<file path="src/hdl/ssc_pkg.sv">
// Shared types, constants and helper functions for the shot clock countdown.
// No dependencies; imported by every module of the block.

package ssc_pkg;

	localparam int CountW = 7;
	localparam int PhaseW = 6;
	localparam int SegW = 7;
	localparam int CfgIdxW = 2;

	localparam logic [CountW-1:0] FullPresetRst = 7'd24;
	localparam logic [CountW-1:0] AltPresetRst = 7'd14;
	localparam logic [CountW-1:0] TicksPerSecRst = 7'd64;
	localparam logic [CountW-1:0] PhaseLimitMax = 7'd64;
	localparam logic [CountW-1:0] CountShowMax = 7'd99;
	localparam logic [SegW-1:0] SegAllOn = 7'h7F;
	localparam logic [SegW-1:0] SegBlank = 7'h00;

	// reciprocal of ten for values up to 127: (c * 205) >> 11
	localparam logic [7:0] DivTenMul = 8'd205;
	localparam int DivTenShift = 11;

	typedef enum logic [CfgIdxW-1:0] {
		CFG_FULL_PRESET = 2'd0,
		CFG_ALT_PRESET = 2'd1,
		CFG_TICKS_PER_SEC = 2'd2,
		CFG_UNUSED = 2'd3
	} cfg_idx_t;

	// one scan pass: tick and button levels
	typedef struct packed {
		logic tick;
		logic start_pressed;
		logic alt_start_pressed;
		logic run_toggle_pressed;
		logic plus_pressed;
		logic minus_pressed;
		logic indicator_toggle_pressed;
		logic horn_pressed;
	} ssc_item_t;

	typedef struct packed {
		logic [CountW-1:0] full_preset;
		logic [CountW-1:0] alt_preset;
		logic [CountW-1:0] ticks_per_second;
	} ssc_cfg_t;

	// counter state after a pass
	typedef struct packed {
		logic [CountW-1:0] seconds;
		logic counting;
		logic indicator;
	} ssc_status_t;

	typedef logic [SegW-1:0] seg_rom_t [10];

	// segments a..g in bits 0..6
	localparam seg_rom_t SegRom = '{
		7'h3F, 7'h06, 7'h5B, 7'h4F, 7'h66, 7'h6D, 7'h7C, 7'h07, 7'h7F, 7'h67
	};

	function automatic logic [3:0] div_ten(input logic [CountW-1:0] c);
		logic [14:0] prod;
		prod = 15'(c) * 15'(DivTenMul);
		return 4'(prod >> DivTenShift);
	endfunction

endpackage

</file>
<file path="src/hdl/shot_clock_countdown.sv">
// Top level of the shot clock countdown: input register, config registers,
// result register. Depends on ssc_pkg, ssc_state and ssc_seg_decode.
//
// Usage:
//  - Input channel (in_valid / in_stall): one word per button-scan pass,
//    holding the tick flag and the button levels.
//  - Output channel (out_valid / out_stall): one word per input word with
//    both digit segment patterns, the seconds count, running, indicator
//    and horn state after that pass.
//  - Config channel (cfg_valid / cfg_ready, cfg_index, cfg_data): writes
//    full preset, alternate preset and ticks per second; cfg_ready is
//    always high, unknown indices are dropped. Write only while idle.
//  - Path: an accepted word passes the input register, then the result
//    register, whose contents drive the outputs.
//  - Throughput: one word per cycle while the output is not stalled;
//    the state update between the two registers is combinational.
//  - A stalled output holds its word; the input register then holds one
//    more word and in_stall rises until the output drains.
//  - Reset clears both channels and loads count 24, stopped, phase 0, and
//    the config registers to 24, 14 and 64.

module shot_clock_countdown (
	input  logic                         clk,
	input  logic                         arst_n,

	input  logic                         in_valid,
	output logic                         in_stall,
	input  logic                         tick,
	input  logic                         start_pressed,
	input  logic                         alt_start_pressed,
	input  logic                         run_toggle_pressed,
	input  logic                         plus_pressed,
	input  logic                         minus_pressed,
	input  logic                         indicator_toggle_pressed,
	input  logic                         horn_pressed,

	output logic                         out_valid,
	input  logic                         out_stall,
	output logic [ssc_pkg::SegW-1:0]     left_segments,
	output logic [ssc_pkg::SegW-1:0]     right_segments,
	output logic [ssc_pkg::CountW-1:0]   seconds_left,
	output logic                         running,
	output logic                         indicator_on,
	output logic                         horn_on,

	input  logic                         cfg_valid,
	output logic                         cfg_ready,
	input  logic [ssc_pkg::CfgIdxW-1:0]  cfg_index,
	input  logic [ssc_pkg::CountW-1:0]   cfg_data
);
	import ssc_pkg::*;

	logic valid_s1;
	ssc_item_t item_s1;
	ssc_item_t item_in;
	ssc_cfg_t cfg_q;
	ssc_status_t status_next;
	logic [SegW-1:0] left_seg;
	logic [SegW-1:0] right_seg;
	logic advance;
	logic out_valid_q;

	assign item_in = '{
		tick: tick,
		start_pressed: start_pressed,
		alt_start_pressed: alt_start_pressed,
		run_toggle_pressed: run_toggle_pressed,
		plus_pressed: plus_pressed,
		minus_pressed: minus_pressed,
		indicator_toggle_pressed: indicator_toggle_pressed,
		horn_pressed: horn_pressed
	};

	assign advance = valid_s1 && (!out_valid_q || !out_stall);
	assign in_stall = valid_s1 && !advance;
	assign cfg_ready = 1'b1;
	assign out_valid = out_valid_q;

	always_ff @(posedge clk or negedge arst_n) begin
		if (!arst_n) begin
			cfg_q.full_preset <= FullPresetRst;
			cfg_q.alt_preset <= AltPresetRst;
			cfg_q.ticks_per_second <= TicksPerSecRst;
		end else if (cfg_valid) begin
			unique case (cfg_idx_t'(cfg_index))
				CFG_FULL_PRESET:   cfg_q.full_preset <= cfg_data;
				CFG_ALT_PRESET:    cfg_q.alt_preset <= cfg_data;
				CFG_TICKS_PER_SEC: cfg_q.ticks_per_second <= cfg_data;
				default: begin
				end
			endcase
		end
	end

	// input register
	always_ff @(posedge clk or negedge arst_n) begin
		if (!arst_n) begin
			valid_s1 <= 1'b0;
		end else if (!in_stall) begin
			valid_s1 <= in_valid;
		end
	end

	always_ff @(posedge clk) begin
		if (!in_stall && in_valid)
			item_s1 <= item_in;
	end

	ssc_state u_state (
		.clk         (clk),
		.arst_n      (arst_n),
		.fire        (advance),
		.item        (item_s1),
		.cfg         (cfg_q),
		.status_next (status_next)
	);

	ssc_seg_decode u_decode (
		.count     (status_next.seconds),
		.left_seg  (left_seg),
		.right_seg (right_seg)
	);

	// result register
	always_ff @(posedge clk or negedge arst_n) begin
		if (!arst_n) begin
			out_valid_q <= 1'b0;
		end else if (advance) begin
			out_valid_q <= 1'b1;
		end else if (!out_stall) begin
			out_valid_q <= 1'b0;
		end
	end

	always_ff @(posedge clk) begin
		if (advance) begin
			left_segments <= left_seg;
			right_segments <= right_seg;
			seconds_left <= status_next.seconds;
			running <= status_next.counting;
			indicator_on <= status_next.indicator;
			horn_on <= item_s1.horn_pressed;
		end
	end

endmodule

</file>
<file path="src/hdl/ssc_seg_decode.sv">
// Two-digit seven-segment decode of the seconds count, blanking rules included.
// Depends on ssc_pkg (segment table, divide-by-ten helper).

module ssc_seg_decode (
	input  logic [ssc_pkg::CountW-1:0] count,
	output logic [ssc_pkg::SegW-1:0]   left_seg,
	output logic [ssc_pkg::SegW-1:0]   right_seg
);
	import ssc_pkg::*;

	logic [3:0] tens;
	logic [3:0] units;
	logic [CountW-1:0] tens_x10;

	always_comb begin
		tens = div_ten(count);
		tens_x10 = 7'(({3'b000, tens} << 3) + ({3'b000, tens} << 1));
		units = 4'(count - tens_x10);
		if (count > CountShowMax) begin
			left_seg = SegAllOn;
			right_seg = SegAllOn;
		end else begin
			left_seg = (tens == 4'd0) ? SegBlank : SegRom[tens];
			right_seg = (count == '0) ? SegBlank : SegRom[units];
		end
	end

endmodule

</file>
<file path="src/hdl/ssc_state.sv">
// Counter state registers and the per-pass update: prescaler, second handling,
// buttons. Depends on ssc_pkg (item, config and status structs).

module ssc_state (
	input  logic                clk,
	input  logic                arst_n,
	input  logic                fire,
	input  ssc_pkg::ssc_item_t  item,
	input  ssc_pkg::ssc_cfg_t   cfg,
	output ssc_pkg::ssc_status_t status_next
);
	import ssc_pkg::*;

	logic [PhaseW-1:0] phase_q;
	logic [CountW-1:0] seconds_q;
	logic counting_q;
	logic indicator_q;
	logic last_plus_q;
	logic last_minus_q;

	logic [PhaseW-1:0] phase_d;
	logic [CountW-1:0] limit;
	logic [CountW-1:0] phase_inc;
	logic second_end;
	logic [CountW:0] sec_val;
	logic [CountW-1:0] seconds_d;
	logic counting_d;

	always_comb begin
		if (cfg.ticks_per_second == '0)
			limit = 7'd1;
		else if (cfg.ticks_per_second > PhaseLimitMax)
			limit = PhaseLimitMax;
		else
			limit = cfg.ticks_per_second;

		phase_inc = 7'(phase_q) + 7'd1;
		second_end = item.tick && (phase_inc >= limit);

		phase_d = phase_q;
		if (item.tick)
			phase_d = second_end ? '0 : phase_inc[PhaseW-1:0];

		// one second: unsigned arithmetic with one extra bit that flags underflow
		sec_val = {1'b0, seconds_q};
		counting_d = counting_q;
		if (counting_q)
			sec_val = sec_val - 8'd1;
		if (!counting_q && last_plus_q && (seconds_q < cfg.full_preset))
			sec_val = sec_val + 8'd1;
		if (!counting_q && last_minus_q)
			sec_val = sec_val - 8'd1;

		seconds_d = seconds_q;
		if (second_end) begin
			if (sec_val[CountW]) begin
				counting_d = 1'b0;
				seconds_d = cfg.full_preset;
			end else begin
				seconds_d = sec_val[CountW-1:0];
			end
		end

		if (item.start_pressed) begin
			seconds_d = cfg.full_preset;
			phase_d = '0;
			counting_d = 1'b1;
		end
		if (item.alt_start_pressed) begin
			seconds_d = cfg.alt_preset;
			phase_d = '0;
			counting_d = 1'b1;
		end
		if (item.run_toggle_pressed)
			counting_d = !counting_d;

		status_next.seconds = seconds_d;
		status_next.counting = counting_d;
		status_next.indicator = indicator_q ^ item.indicator_toggle_pressed;
	end

	always_ff @(posedge clk or negedge arst_n) begin
		if (!arst_n) begin
			phase_q <= '0;
			seconds_q <= FullPresetRst;
			counting_q <= 1'b0;
			indicator_q <= 1'b0;
			last_plus_q <= 1'b0;
			last_minus_q <= 1'b0;
		end else if (fire) begin
			phase_q <= phase_d;
			seconds_q <= status_next.seconds;
			counting_q <= status_next.counting;
			indicator_q <= status_next.indicator;
			last_plus_q <= item.plus_pressed;
			last_minus_q <= item.minus_pressed;
		end
	end

endmodule

</file>
<file path="config.mk">
export PLATFORM = sky130hd
export DESIGN_NAME = shot_clock_countdown
export DESIGN_NICKNAME = d
export VERILOG_FILES = /design/src/hdl/ssc_pkg.sv /design/src/hdl/shot_clock_countdown.sv /design/src/hdl/ssc_seg_decode.sv /design/src/hdl/ssc_state.sv
export SDC_FILE = /design/constraint.sdc
export NUM_CORES = 1
export LEC_CHECK = 0
export BUFFER_PORTS_ARGS = -buffer_cell sky130_fd_sc_hd__buf_2
export CAP_MARGIN = 20
export CORE_MARGIN = 4
export CORE_UTILIZATION = 55
export CTS_CLUSTER_DIAMETER = 50
export CTS_CLUSTER_SIZE = 20
export DETAILED_ROUTE_END_ITERATION = 12
export PLACE_DENSITY = 0.77
export SLEW_MARGIN = 5
export SYNTH_ARGS = -nofsm -noshare
export SYNTH_HDL_FRONTEND = slang
export SYNTH_SLANG_ARGS = --single-unit
</file>
<file path="constraint.sdc">
create_clock -name clk -period 7.62 [get_ports clk]
set_input_delay 0.762 -clock clk [delete_from_list [all_inputs] [get_ports clk]]
set_output_delay 0.762 -clock clk [all_outputs]
set_load 0.05 [all_outputs]
</file>
======== Word-level counts from Yosys, hierarchy flattened ========
Memory sizes are Yosys's and may differ from the RTL's.
Cells that the tools add are included.
storage, ports and cells
  logic and storage cells ................. 95
  bits in registers ....................... 72
  memories kept ........................... 2
  memory bits (read-only) ................. 224
operators by class
  bitwise gates (word level) .............. 3
  reductions and logical operators ........ 23
  order comparisons ....................... 6
  equal/unequal tests ..................... 3
  add/sub/neg operators ................... 6
  multiplexer cells ....................... 26
  multipliers ............................. 1
memory list
  memory           depth  width  rd ports  clocked after Yosys merged registers in  write ports  line                  RTL
  (no name shown)  16     7      1         0                                        0            ssc_seg_decode.sv:23  left_seg = (tens == 4'd0) ? SegBlank : SegRom[tens];
  (no name shown)  16     7      1         0                                        0            ssc_seg_decode.sv:24  right_seg = (count == '0) ? SegBlank : SegRom[units];
operator list
  kind                    number
  $mux W7                 12
  $mux W6                 4
  $mux W8                 3
  $mul A7 B8 Y15 const B  1
  $gt A7 B7 Y1 const B    2
  $logic_not A7 Y1        2
  $ge A5 B5 Y1 const B    2
  $not A4 Y5              2
  $add A8 B1 Y8 const B   1
  $reduce_and A2 Y1       4
  $sub A7 B1 Y8 const B   1
  $sub A8 B1 Y8 const B   1
  $add A6 B1 Y7 const B   1
  $ge A7 B7 Y1            1
  $logic_and A1 B1 Y1     7
  $lt A7 B7 Y1            1
  $mux W1                 7
  $logic_not A1 Y1        6
  $add A4 B4 Y4           1
  $logic_not A4 Y1        1
  $sub A4 B4 Y4           1
  $reduce_bool A3 Y1      1
  $eq A2 B1 Y1 const B    1
  $eq A2 B2 Y1 const B    1
  other kinds (4)         4

======== Depth between registers and ports, before layout ========
Gate-level depths: netlist of run 1.
  depth in word-level cells ............... 18
  depth in mapped cells ................... 40

======== Cells and area by module ========
A second synthesis of run 1 with hierarchy kept.
second synthesis, totals
  cell total of the unflattened synthesis .. 561
  area, all modules ....................... 5751.8 sq um
by module, submodules not included
  module                cells each  area an instance (sq um)  sequential area each (sq um)  instances
  ssc_state             293         2339.7                    427.9                         1
  shot_clock_countdown  87          1869.3                    1544.0                        1
  ssc_seg_decode        181         1542.7                    0.0                           1

======== Worst setup path before layout of run 1 ========
Ideal clock, no wire load.
  path kind ............................... register to register
  from .................................... reg u_state.seconds_q[0]
  to ...................................... reg right_segments[2] in the netlist's numbering (data pin)
  period minus slack after synthesis ...... 8163 ps
  data required time ...................... 7338 ps
  buffers on the path ..................... 1
  stages on the path, launching flop included .. 34
  path slack .............................. -543 ps
  data arrival time ....................... 7882 ps
  cells stage by stage .................... dfrtp_1 buf_6 inv_1 ha_1 or4b_1 o31ai_1 a22oi_1 nor3_1 o211ai_1 a211oi_4 mux2_2 o21a_1 o41ai_2 ha_1 inv_1 fa_1 inv_1 ha_1 inv_1 fa_1 inv_1 ha_1 a21o_1 a21o_1 a21o_1 a21oi_1 a21boi_0 xor2_1 inv_1 ha_1 a221o_1 nand2_1 xor2_2 a41oi_1
RTL lines
  item                    line                         RTL
  start, declared         ssc_state.sv:15              logic [CountW-1:0] seconds_q;
  start signal, assigned  ssc_state.sv:85              seconds_q <= FullPresetRst;
  start signal, assigned  ssc_state.sv:92              seconds_q <= status_next.seconds;
  end signal, assigned    shot_clock_countdown.sv:138  right_segments <= right_seg;
  end, declared           shot_clock_countdown.sv:40   output logic [ssc_pkg::SegW-1:0] right_segments,

==> metrics.cfg, run 1 <==
[timing]
hold_viol_final=0
rsz0062_at_grt=true
finalMaxSlewViolations=0
setup_viol=7
skew_ns=0.0125
hold_slack_ns=0.440
fmax_mhz=130
postLayoutSetupSlackWorst_ns=-0.0847
finalCritPeriodShare_pct=101
fin_crit_ns=7.70
relSlewSlack_pct=40.3
worst_pin_slew_ns=0.895

[critical_path]
cp_max_fo=5
worstSetupEndpointType=flip-flop
cp_common_cell=inv_1
max_stage_delay_ns=0.55
cp_slowest_cell=or4b_4
critPathKind=flip-flop to flip-flop
startpoint=u_state.seconds_q[0]
reg2reg_depth=35
critPathArrivalTime_ns=7.77
crit_required_ns=7.69
r2r-start=u_state.seconds_q[0]
crit_path_start_kind=flip-flop
r2r_setup_slack_ns=-0.08

[drt]
wirelength_um=14300
drc=0
via_per_inst=5.79
firstDrtPassIters=7
wl_per_cell_um=17.4
num_vias=4744
drt_iter0_markers=310
final_antenna_net_count=0

[power]
power.density_nw_per_um2=528
p_leak_nw=3.25
p_total_w=0.00379
p_sw_share_pct=45.4
p_comb_share_pct=75.1
pwr-share-clk_pct=8.8
seq_power_share_pct=16.1
ir_worst_vdd_mv=0.508
switching_power_w=0.00172
p_int_w=0.00207

[run_status]
status=finished, violations left
violations=negative setup slack

[grt]
grt_util_all_layers_pct=25.1
grt-ovfl-total=0
grt_max_degree=41
grt_pass1_wl_um=23300
antenna_found_initial=0
grt_pass1_vias=4749

[yosys]
synth_nets=656
postSynthAreaPerCell_um2=10.1
synth-xor-area-share_pct=5.61
synth_top_family_by_area=adder cells
synth.ff_latch_count=72
synthAdderAreaFrac_pct=18.3
syn-cell-area_um2=5600
synth_compound_area_share_pct=14.8
yosys.area_share.simple_pct=15.5
synth_area_leaders=edfxtp_1 (17%), ha_1 (15%), dfrtp_1 (14%)
synth_top_area_share_pct=17.2
yosys_warnings=0
synth.largest_area_cell=edfxtp_1
synthMuxAreaShare_pct=5.63
synth_cell_types=79
async_flop_share_pct=55.6
synth-edff-count=32
synth-main-ff-cell=edfxtp_1
netlist_instances=557
ys_seq_area_share_pct=35.2

[placed_design]
gp_congestion=0.985
dp.final_hpwl_um=10500
place_inst=774
port_buffers=47
placed_area_um2=6390

[cells_and_area]
finalNetCount=780
fin_area_um2=7180
layout.cells.non_filler=819
antennaDiodeCount=0
area_growth_pct=28.2
drive_above_1_share_pct=37.5

[cts]
ctsRootBufferMaster=clkbuf_8
clk_pin_slew_worst_paths_ns=0.09
clk_path_buf_depth=2
hold_buffers=0
cts_made_buffers=9
cts_tree=built
htree_levels=3
clock-sinks=72
insertion_delay_ns=0.35

[flow_run]
drv_cap=0

[die]
start_util_pct=56.8
core_um2=9860
ioPinCount=49
die_w_um=109
fp-row-count=36
die_y_um=109
die_area_um2=11900

[min_path]
min_from=item_s1[0]
holdCritPathClass=flip-flop to flip-flop
hold_depth=0

==> power by group through the flow <==
stage / clock [W] / combinational, W / sequential (W)
6_report: 0.000335 / 0.00285 / 0.000611
5_1_grt: 0.000354 / 0.00312 / 0.000620
4_1_cts: 0.000337 / 0.00249 / 0.000610
3_5_place_dp: 0 / 0.00225 / 0.000617
3_3_place_gp: 0 / 0.00214 / 0.000613
2_1_floorplan: 0 / 0.00144 / 0.000771
==> cell families after synthesis <==
group                      after synthesis
and+or+nand+nor                        168
AOI/OAI and AO/OA                      115
adders and majority gates               77
DFF                                     72
buffers and inverters                   66
xor gates and xnor gates                29
muxes                                   29
other                                    1
==> final timing paths <==
kind                                 endpoint
min in group asynchronous            cfg_q[2]
min                                   horn_on
max reg2reg                 right_segments[2]
max in group asynchronous  u_state.counting_q
max                         right_segments[2]
min reg2reg                           horn_on
==> metal layers <==
layer | wire length (µm) | global-route usage [%] | vias to the layer above | part of all wire (%)
met4 | 317 | 6.67 | 0 | 2.2
met3 | 841 | 4.91 | 32 | 5.9
met5 | 0 | 0 | - | 0
met1 | 6220 | 33.2 | 2285 | 44
met2 | 6910 | 42.3 | 175 | 48
li1 | - | - | 2252 | -
==> stage by stage <==
| stage | TNS [ns] | utilization (%) | worst slack, ns |
|---|---|---|---|
| after global routing | -2.76 | 72.8 | -0.375 |
| after CTS | -0.00501 | 70.0 | -0.00501 |
| after global placement | -0.194 | 64.8 | -0.0707 |
| after floorplan | -1.18 | - | -0.199 |
| final | -0.404 | 72.8 | -0.0847 |
| after detailed placement | -1.74 | 64.8 | -0.295 |
==> layout by cell type (no fill, tap or decap), drive strengths merged, types with 9 or more instances in the layout <==
master	instances
a21oi	22
buf	126
clkbuf	10
dfrtp	32
edfxtp	32
ha	69
inv	56
mux2	20
mux2i	9
nand2	53
nand2b	10
nand3	16
nand4	9
nor2	27
nor3	16
o21ai	24
xnor2	17
xor2	12
==> Yosys cell counts, types with 4 or more instances <==
cell type / instances
nand2b_1: 10
dfstp_2: 8
o21ai_0: 22
nand3b_1: 5
nor2_1: 26
o22ai_1: 4
o21a_1: 6
a21o_1: 7
a31oi_1: 8
nand4_1: 9
dfrtp_1: 32
ha_1: 69
a22o_1: 6
and3_1: 8
inv_1: 52
nand3_1: 15
xnor2_1: 14
xor2_1: 10
clkbuf_1: 8
mux2_2: 20
nand2_1: 53
edfxtp_1: 32
and2_1: 7
mux2i_1: 9
a21oi_1: 21
fa_1: 8
nor3_1: 15
==> flip-flops by register name (all words and copies together), names as in the netlist <==
signal	count
u_state.last_minus_q	1
valid_s1	1
running	1
u_state.indicator_q	1
u_state.phase_q	6
seconds_left	7
u_state.counting_q	1
u_state.last_plus_q	1
left_segments	7
u_state.seconds_q	7
indicator_on	1
horn_on	1
right_segments	7
item_s1	8
cfg_q	21
out_valid	1
==> critical path: cells and delay by family (launching register included) <==
kind / cells / cell delay, ns
flops: 1 / 0.43
fa+ha+maj: 7 / 2.05
xor+xnor: 2 / 0.44
compound gates: 13 / 2.60
buf+inv: 9 / 0.87
simple gates: 4 / 1.03
==> timing repair <==
action | in CTS | in global routing
gates resized for setup | 30 | 39
pin swaps | 23 | 32
hold endpoints to repair | 0 | 0
setup endpoints to repair | 9 | 14
buffers inserted | 18 | 11
==> layout make-up <==
cell class / instances / area (µm²)
multi-input cells: 419 / 3780
fillers: 673 / 2680
flip-flops and latches: 72 / 1970
repair buffers: 126 / 840
inverters: 53 / 206
well taps: 133 / 166
clock buffers: 10 / 149
clock inverters: 6 / 68.8
Power figures use the tool's default switching activity.
==> run 2: changes to the inputs <==
--- a/config.mk
+++ b/config.mk
@@ -16,4 +16,5 @@
 export SLEW_MARGIN = 5
 export SYNTH_ARGS = -nofsm -noshare
 export SYNTH_HDL_FRONTEND = slang
+export SYNTH_HIERARCHICAL = 1
 export SYNTH_SLANG_ARGS = --single-unit
==> run 2 against run 1 <==
  * The run still ends with negative setup slack left
  * Wire length rose by 7.3%
  * Flip-flop and latch count unchanged
  * Critical path depth unchanged
  * Global-route usage shrank 0.17 points
  * Synthesized area rose by 2.7%
  * Register-to-register slack worse by 0.13 ns
  * Die area is 2.5% higher
  * Sequential share of layout area down 0.46 points
  * Utilization shrank 1.7 points
==> metrics.cfg, run 2 <==
[cts]
clk_pin_slew_worst_paths_ns=0.08
htree_levels=3
ctsRootBufferMaster=clkbuf_8
hold_buffers=0
insertion_delay_ns=0.35
clock-sinks=72
cts_tree=built
clk_path_buf_depth=2
cts_made_buffers=9

[timing]
fin_crit_ns=7.84
finalMaxSlewViolations=0
hold_viol_final=0
skew_ns=0.00858
fmax_mhz=128
postLayoutSetupSlackWorst_ns=-0.216
worst_pin_slew_ns=0.938
rsz0062_at_grt=true
finalCritPeriodShare_pct=103
relSlewSlack_pct=36.8
setup_tns_ns=-1.20
setup_viol=7

[cells_and_area]
nFillCells=723
most-common-layout-cells=buf_4 (87), ha_1 (52), buf_2 (47)
antennaDiodeCount=0
top_register=cfg_q
reg_top3=cfg_q: 21 flops, item_s1: 8 flops
multi_input_area_um2=3890
area_growth_pct=27.1
drive_above_1_share_pct=41.4
largest_reg_flops=21
mostFrequentLayoutCell=buf_4
finalNetCount=790
ff_latch_area_um2=1970

[yosys]
netlist_instances=561
synth_nets=663
syn-cell-area_um2=5750
synth-main-ff-cell=edfxtp_1
synth.ff_latch_count=72
yosys.area_share.simple_pct=16.2
synth_cell_types=83
netlist_top_cells_count=ha_1 (72), inv_1 (46), nand2_1 (42), dfrtp_1 (32), edfxtp_1 (32)
synth_area_leaders=edfxtp_1 (17%), ha_1 (16%), dfrtp_1 (14%)
ys_seq_area_share_pct=34.3
postSynthAreaPerCell_um2=10.3
synth_most_common_cell=ha_1
yosys_warnings=6
synthAdderAreaFrac_pct=18.4
synth-edff-count=32
synth_top_family_by_area=adder cells
async_flop_share_pct=55.6
synth_top_area_share_pct=16.7
synth.largest_area_cell=edfxtp_1
synth-xor-area-share_pct=6.00
synthMuxAreaShare_pct=6.77
synth_compound_area_share_pct=13.1

[drt]
final_antenna_net_count=0
firstDrtPassIters=5
drc=0
wirelength_um=15300
wl_per_cell_um=18.5
drt_iter0_markers=385
num_vias=4934
via_per_inst=5.95

[flow_run]
drv_cap=0

[critical_path]
crit_path_start_kind=flip-flop
cp_max_fo=8
crit_required_ns=7.83
max_stage_delay_ns=0.54
critPathArrivalTime_ns=8.05
cp_slowest_cell=fa_2
critPathKind=flip-flop to flip-flop
worstSetupEndpointType=flip-flop
cp_common_cell=ha_4

[grt]
grt_util_all_layers_pct=25.0
grt_pass1_wl_um=23400
grt_pass1_vias=4815
antenna_found_initial=0
grt_max_degree=43
grt-ovfl-total=0

[placed_design]
gp_congestion=0.896
dp.final_hpwl_um=10400
port_buffers=47

[die]
die_w_um=110
start_util_pct=56.0
ioPinCount=49
die_y_um=110
fp-row-count=37
die_area_um2=12200
core_um2=10300

[run_status]
violations=negative setup slack
status=finished, violations left

[min_path]
holdCritPathClass=flip-flop to flip-flop

-- run 2: worst max-delay path, delay by kind of cell, from the launching register on --
kind | cells | cell delay (ns)
adders and majority gates | 8 | 2.46
AOI/OAI and AO/OA | 8 | 1.39
muxes | 1 | 0.32
DFF | 1 | 0.42
and+or+nand+nor | 9 | 1.93
buffers and inverters | 6 | 0.53
xor gates and xnor gates | 3 | 0.65
-- run 2: kinds of logic (layout without fill, tap and decap cells) --
kind of cell             Yosys count  count (layout)
AO/OA/AOI/OAI                    107             107
adder cells (fa/ha/maj)           80              80
AND/OR/NAND/NOR                  165             165
flip-flops                        72              72
multiplexers                      35              35
buffers and inverters             67             199
XOR/XNOR                          34              34
other                              1               1
-- run 2: per-stage QoR --
step	std cells	cell area [µm²]	hold slack, ns	util [%]	setup WS, ns
after global routing	829	7310	0.449	71.1	-0.580
after global placement	788	6650	0.407	64.7	-0.136
final	829	7310	0.429	71.1	-0.216
after detailed placement	788	6650	0.414	64.7	-0.257
after floorplan	561	5870	0.400	-	-0.204
after CTS	820	7080	0.434	68.9	-0.0722
-- run 2: cell type report --
cell class	count	area share, %
clock inverter	7	0.633
inverter	46	2.43
multi-input combinational	422	53.3
sequential	72	27.0
timing repair buffer	137	12.6
clock buffer	9	1.69
tap	136	2.33
-- run 2: worst paths after layout --
| kind | startpoint | to | slack [ns] | cells after the start |
|---|---|---|---|---|
| max in group asynchronous | arst_n | u_state/counting_q | 6.45 | 1 |
| hold reg to reg | item_s1[0] | horn_on | 0.43 | 0 |
| setup / recovery | u_state/seconds_q[0] | right_segments[4] | -0.22 | 35 |
| hold / removal | item_s1[0] | horn_on | 0.43 | 0 |
| setup reg to reg | u_state/seconds_q[0] | right_segments[4] | -0.22 | 35 |
| min in group asynchronous | arst_n | u_state/seconds_q[5] | 0.52 | 1 |
-- run 2: repair_timing --
action / CTS / global route
endpoints found under the setup margin: 7 / 13
pin swaps: 29 / 31
gates resized for setup: 25 / 37
buffers inserted: 16 / 12
-- run 2: per-layer routing --
metal	part of all wire [%]	track usage (%)	up-vias
li1	-	-	2279
met4	5.6	10.7	0
met5	0	0	-
met3	4.7	4.31	82
met1	41	31.8	2374
met2	49	41.9	199
Power of run 2 is left out: the tool's default activity adds up to more than one toggle a clock period on the data nets, which glitch-free logic cannot reach.
==> run 3: changes to the inputs <==
--- a/config.mk
+++ b/config.mk
@@ -13,6 +13,7 @@
 export CTS_CLUSTER_SIZE = 20
 export DETAILED_ROUTE_END_ITERATION = 12
 export PLACE_DENSITY = 0.77
+export REMOVE_ABC_BUFFERS = 1
 export SLEW_MARGIN = 5
 export SYNTH_ARGS = -nofsm -noshare
 export SYNTH_HDL_FRONTEND = slang
==> constraint.sdc (replaced) <==
create_clock -name clk -period 7.62 [get_ports clk]
set_input_delay 1.143 -clock clk [delete_from_list [all_inputs] [get_ports clk]]
set_output_delay 1.143 -clock clk [all_outputs]
set_load 0.05 [all_outputs]
==> run 3 against run 2 <==
  * The flow still finishes with violations (negative setup slack)
  * Setup slack worse by 0.098 ns
  * Critical path depth is 1 lower
  * Clock-buffer cell count is 1 higher
  * Worst hold slack better by 0.011 ns
  * Utilization is 2.2 points higher
  * Cell count is 2.7% higher
  * Clock skew is 0.0071 ns higher
  * Critical endpoint unchanged
==> metrics.cfg, run 3 (synthesis gave the netlist of run 2 again) <==
[cts]
insertion_delay_ns=0.37
clk_pin_slew_worst_paths_ns=0.08
clk_path_buf_depth=2
htree_levels=3
cts_made_buffers=9
clock-sinks=72
ctsRootBufferMaster=clkbuf_8
cts_tree=built

[drt]
wirelength_um=15300
via_per_inst=5.90
drt_iter0_markers=382
final_antenna_net_count=0
drc=0
firstDrtPassIters=5
wl_per_cell_um=18.0
num_vias=5019

[critical_path]
r2r_setup_slack_ns=-0.31
cp_slowest_cell=fa_1
critPathArrivalTime_ns=8.15
worstSetupEndpointType=flip-flop
crit_path_start_kind=flip-flop
cp_common_cell=ha_4
crit_required_ns=7.83
critPathKind=flip-flop to flip-flop
reg2reg_depth=34
max_stage_delay_ns=0.56
cp_max_fo=7

[die]
start_util_pct=56.0
die_w_um=110
die_area_um2=12200
die_y_um=110
core_um2=10300
fp-row-count=37
ioPinCount=49

[grt]
grt_max_degree=43
grt_util_all_layers_pct=25.4
grt_pass1_wl_um=24000
grt-ovfl-total=0
grt_pass1_vias=5008
antenna_found_initial=0

[cells_and_area]
layout.cells.non_filler=851
most-common-layout-cells=buf_4 (107), ha_1 (54), buf_2 (47)
reg_top3=cfg_q: 21 flops, item_s1: 8 flops
mostFrequentLayoutCell=buf_4
largest_reg_flops=21
finalNetCount=812
drive_above_1_share_pct=42.2
area_growth_pct=31.0
fin_area_um2=7530
top_register=cfg_q
antennaDiodeCount=0

[placed_design]
dp.final_hpwl_um=10500
place_inst=813
gp_congestion=0.969
placed_area_um2=6720
port_buffers=47

[timing]
skew_ns=0.0156
rsz0062_at_grt=true
fmax_mhz=126
hold_viol_final=0
setup_tns_ns=-1.90
postLayoutSetupSlackWorst_ns=-0.314
finalCritPeriodShare_pct=104
finalMaxSlewViolations=0
worst_pin_slew_ns=0.907
setup_viol=7
relSlewSlack_pct=38.9
fin_crit_ns=7.93

[power]
p_leak_nw=3.35
p_total_w=0.00397
ir_worst_vdd_mv=0.383
power.density_nw_per_um2=526

[flow_run]
drv_cap=0

[run_status]
violations=negative setup slack
status=finished, violations left

[min_path]
holdCritPathClass=flip-flop to flip-flop
hold_depth=0

run 3: per-layer routing:
layer	up-vias	part of all wire [%]	GRT usage (%)
li1	2315	-	-
met1	2457	41	32.1
met5	-	0	0
met2	192	50	43.3
met3	55	5.7	5.01
met4	0	3.4	9.06
run 3: final timing paths:
path                                 startpoint                  end
hold / removal                       item_s1[0]              horn_on
setup / recovery           u_state/seconds_q[1]    right_segments[4]
hold reg to reg                      item_s1[0]              horn_on
max in group asynchronous                arst_n   u_state/counting_q
setup reg to reg           u_state/seconds_q[1]    right_segments[4]
min in group asynchronous                arst_n  u_state/indicator_q
run 3: layout make-up:
class	instances	area (µm²)
multi-input cells	422	3910
fillers	662	2740
flip-flops and latches	72	1970
repair buffers	159	1090
inverters	46	175
well taps	136	170
clock buffers	10	149
clock inverters	6	65.1
run 3: what timing repair did:
item,CTS,global route
buffers inserted,18,5
resized for setup,50,26
hold buffers,0,0
setup endpoints to repair,7,8
pin swaps,43,29
run 3: per-stage QoR:
step                setup WS, ns  util [%]  hold WS (ns)
floorplan                  -1.13         -         0.400
global placement          -0.568      65.4         0.401
detailed placement        -0.877      65.4         0.424
CTS                       -0.159      71.5         0.443
global route              -0.595      73.3         0.452
finish                    -0.314      73.3         0.440
run 3: worst max-delay path: cells and delay by family (launching register included):
kind	cells	cell delay (ns)
simple gates	7	1.73
xor+xnor	3	0.66
buf+inv	5	0.46
flops	1	0.42
fa+ha+maj	8	2.46
mux	1	0.32
compound gates	10	1.76
run 3: report_power, final:
group	switching (W)	internal (W)	total, W
Sequential	0.0000472	0.000586	0.000633
Combinational	0.00158	0.00142	0.00300
Clock	0.000158	0.000172	0.000330
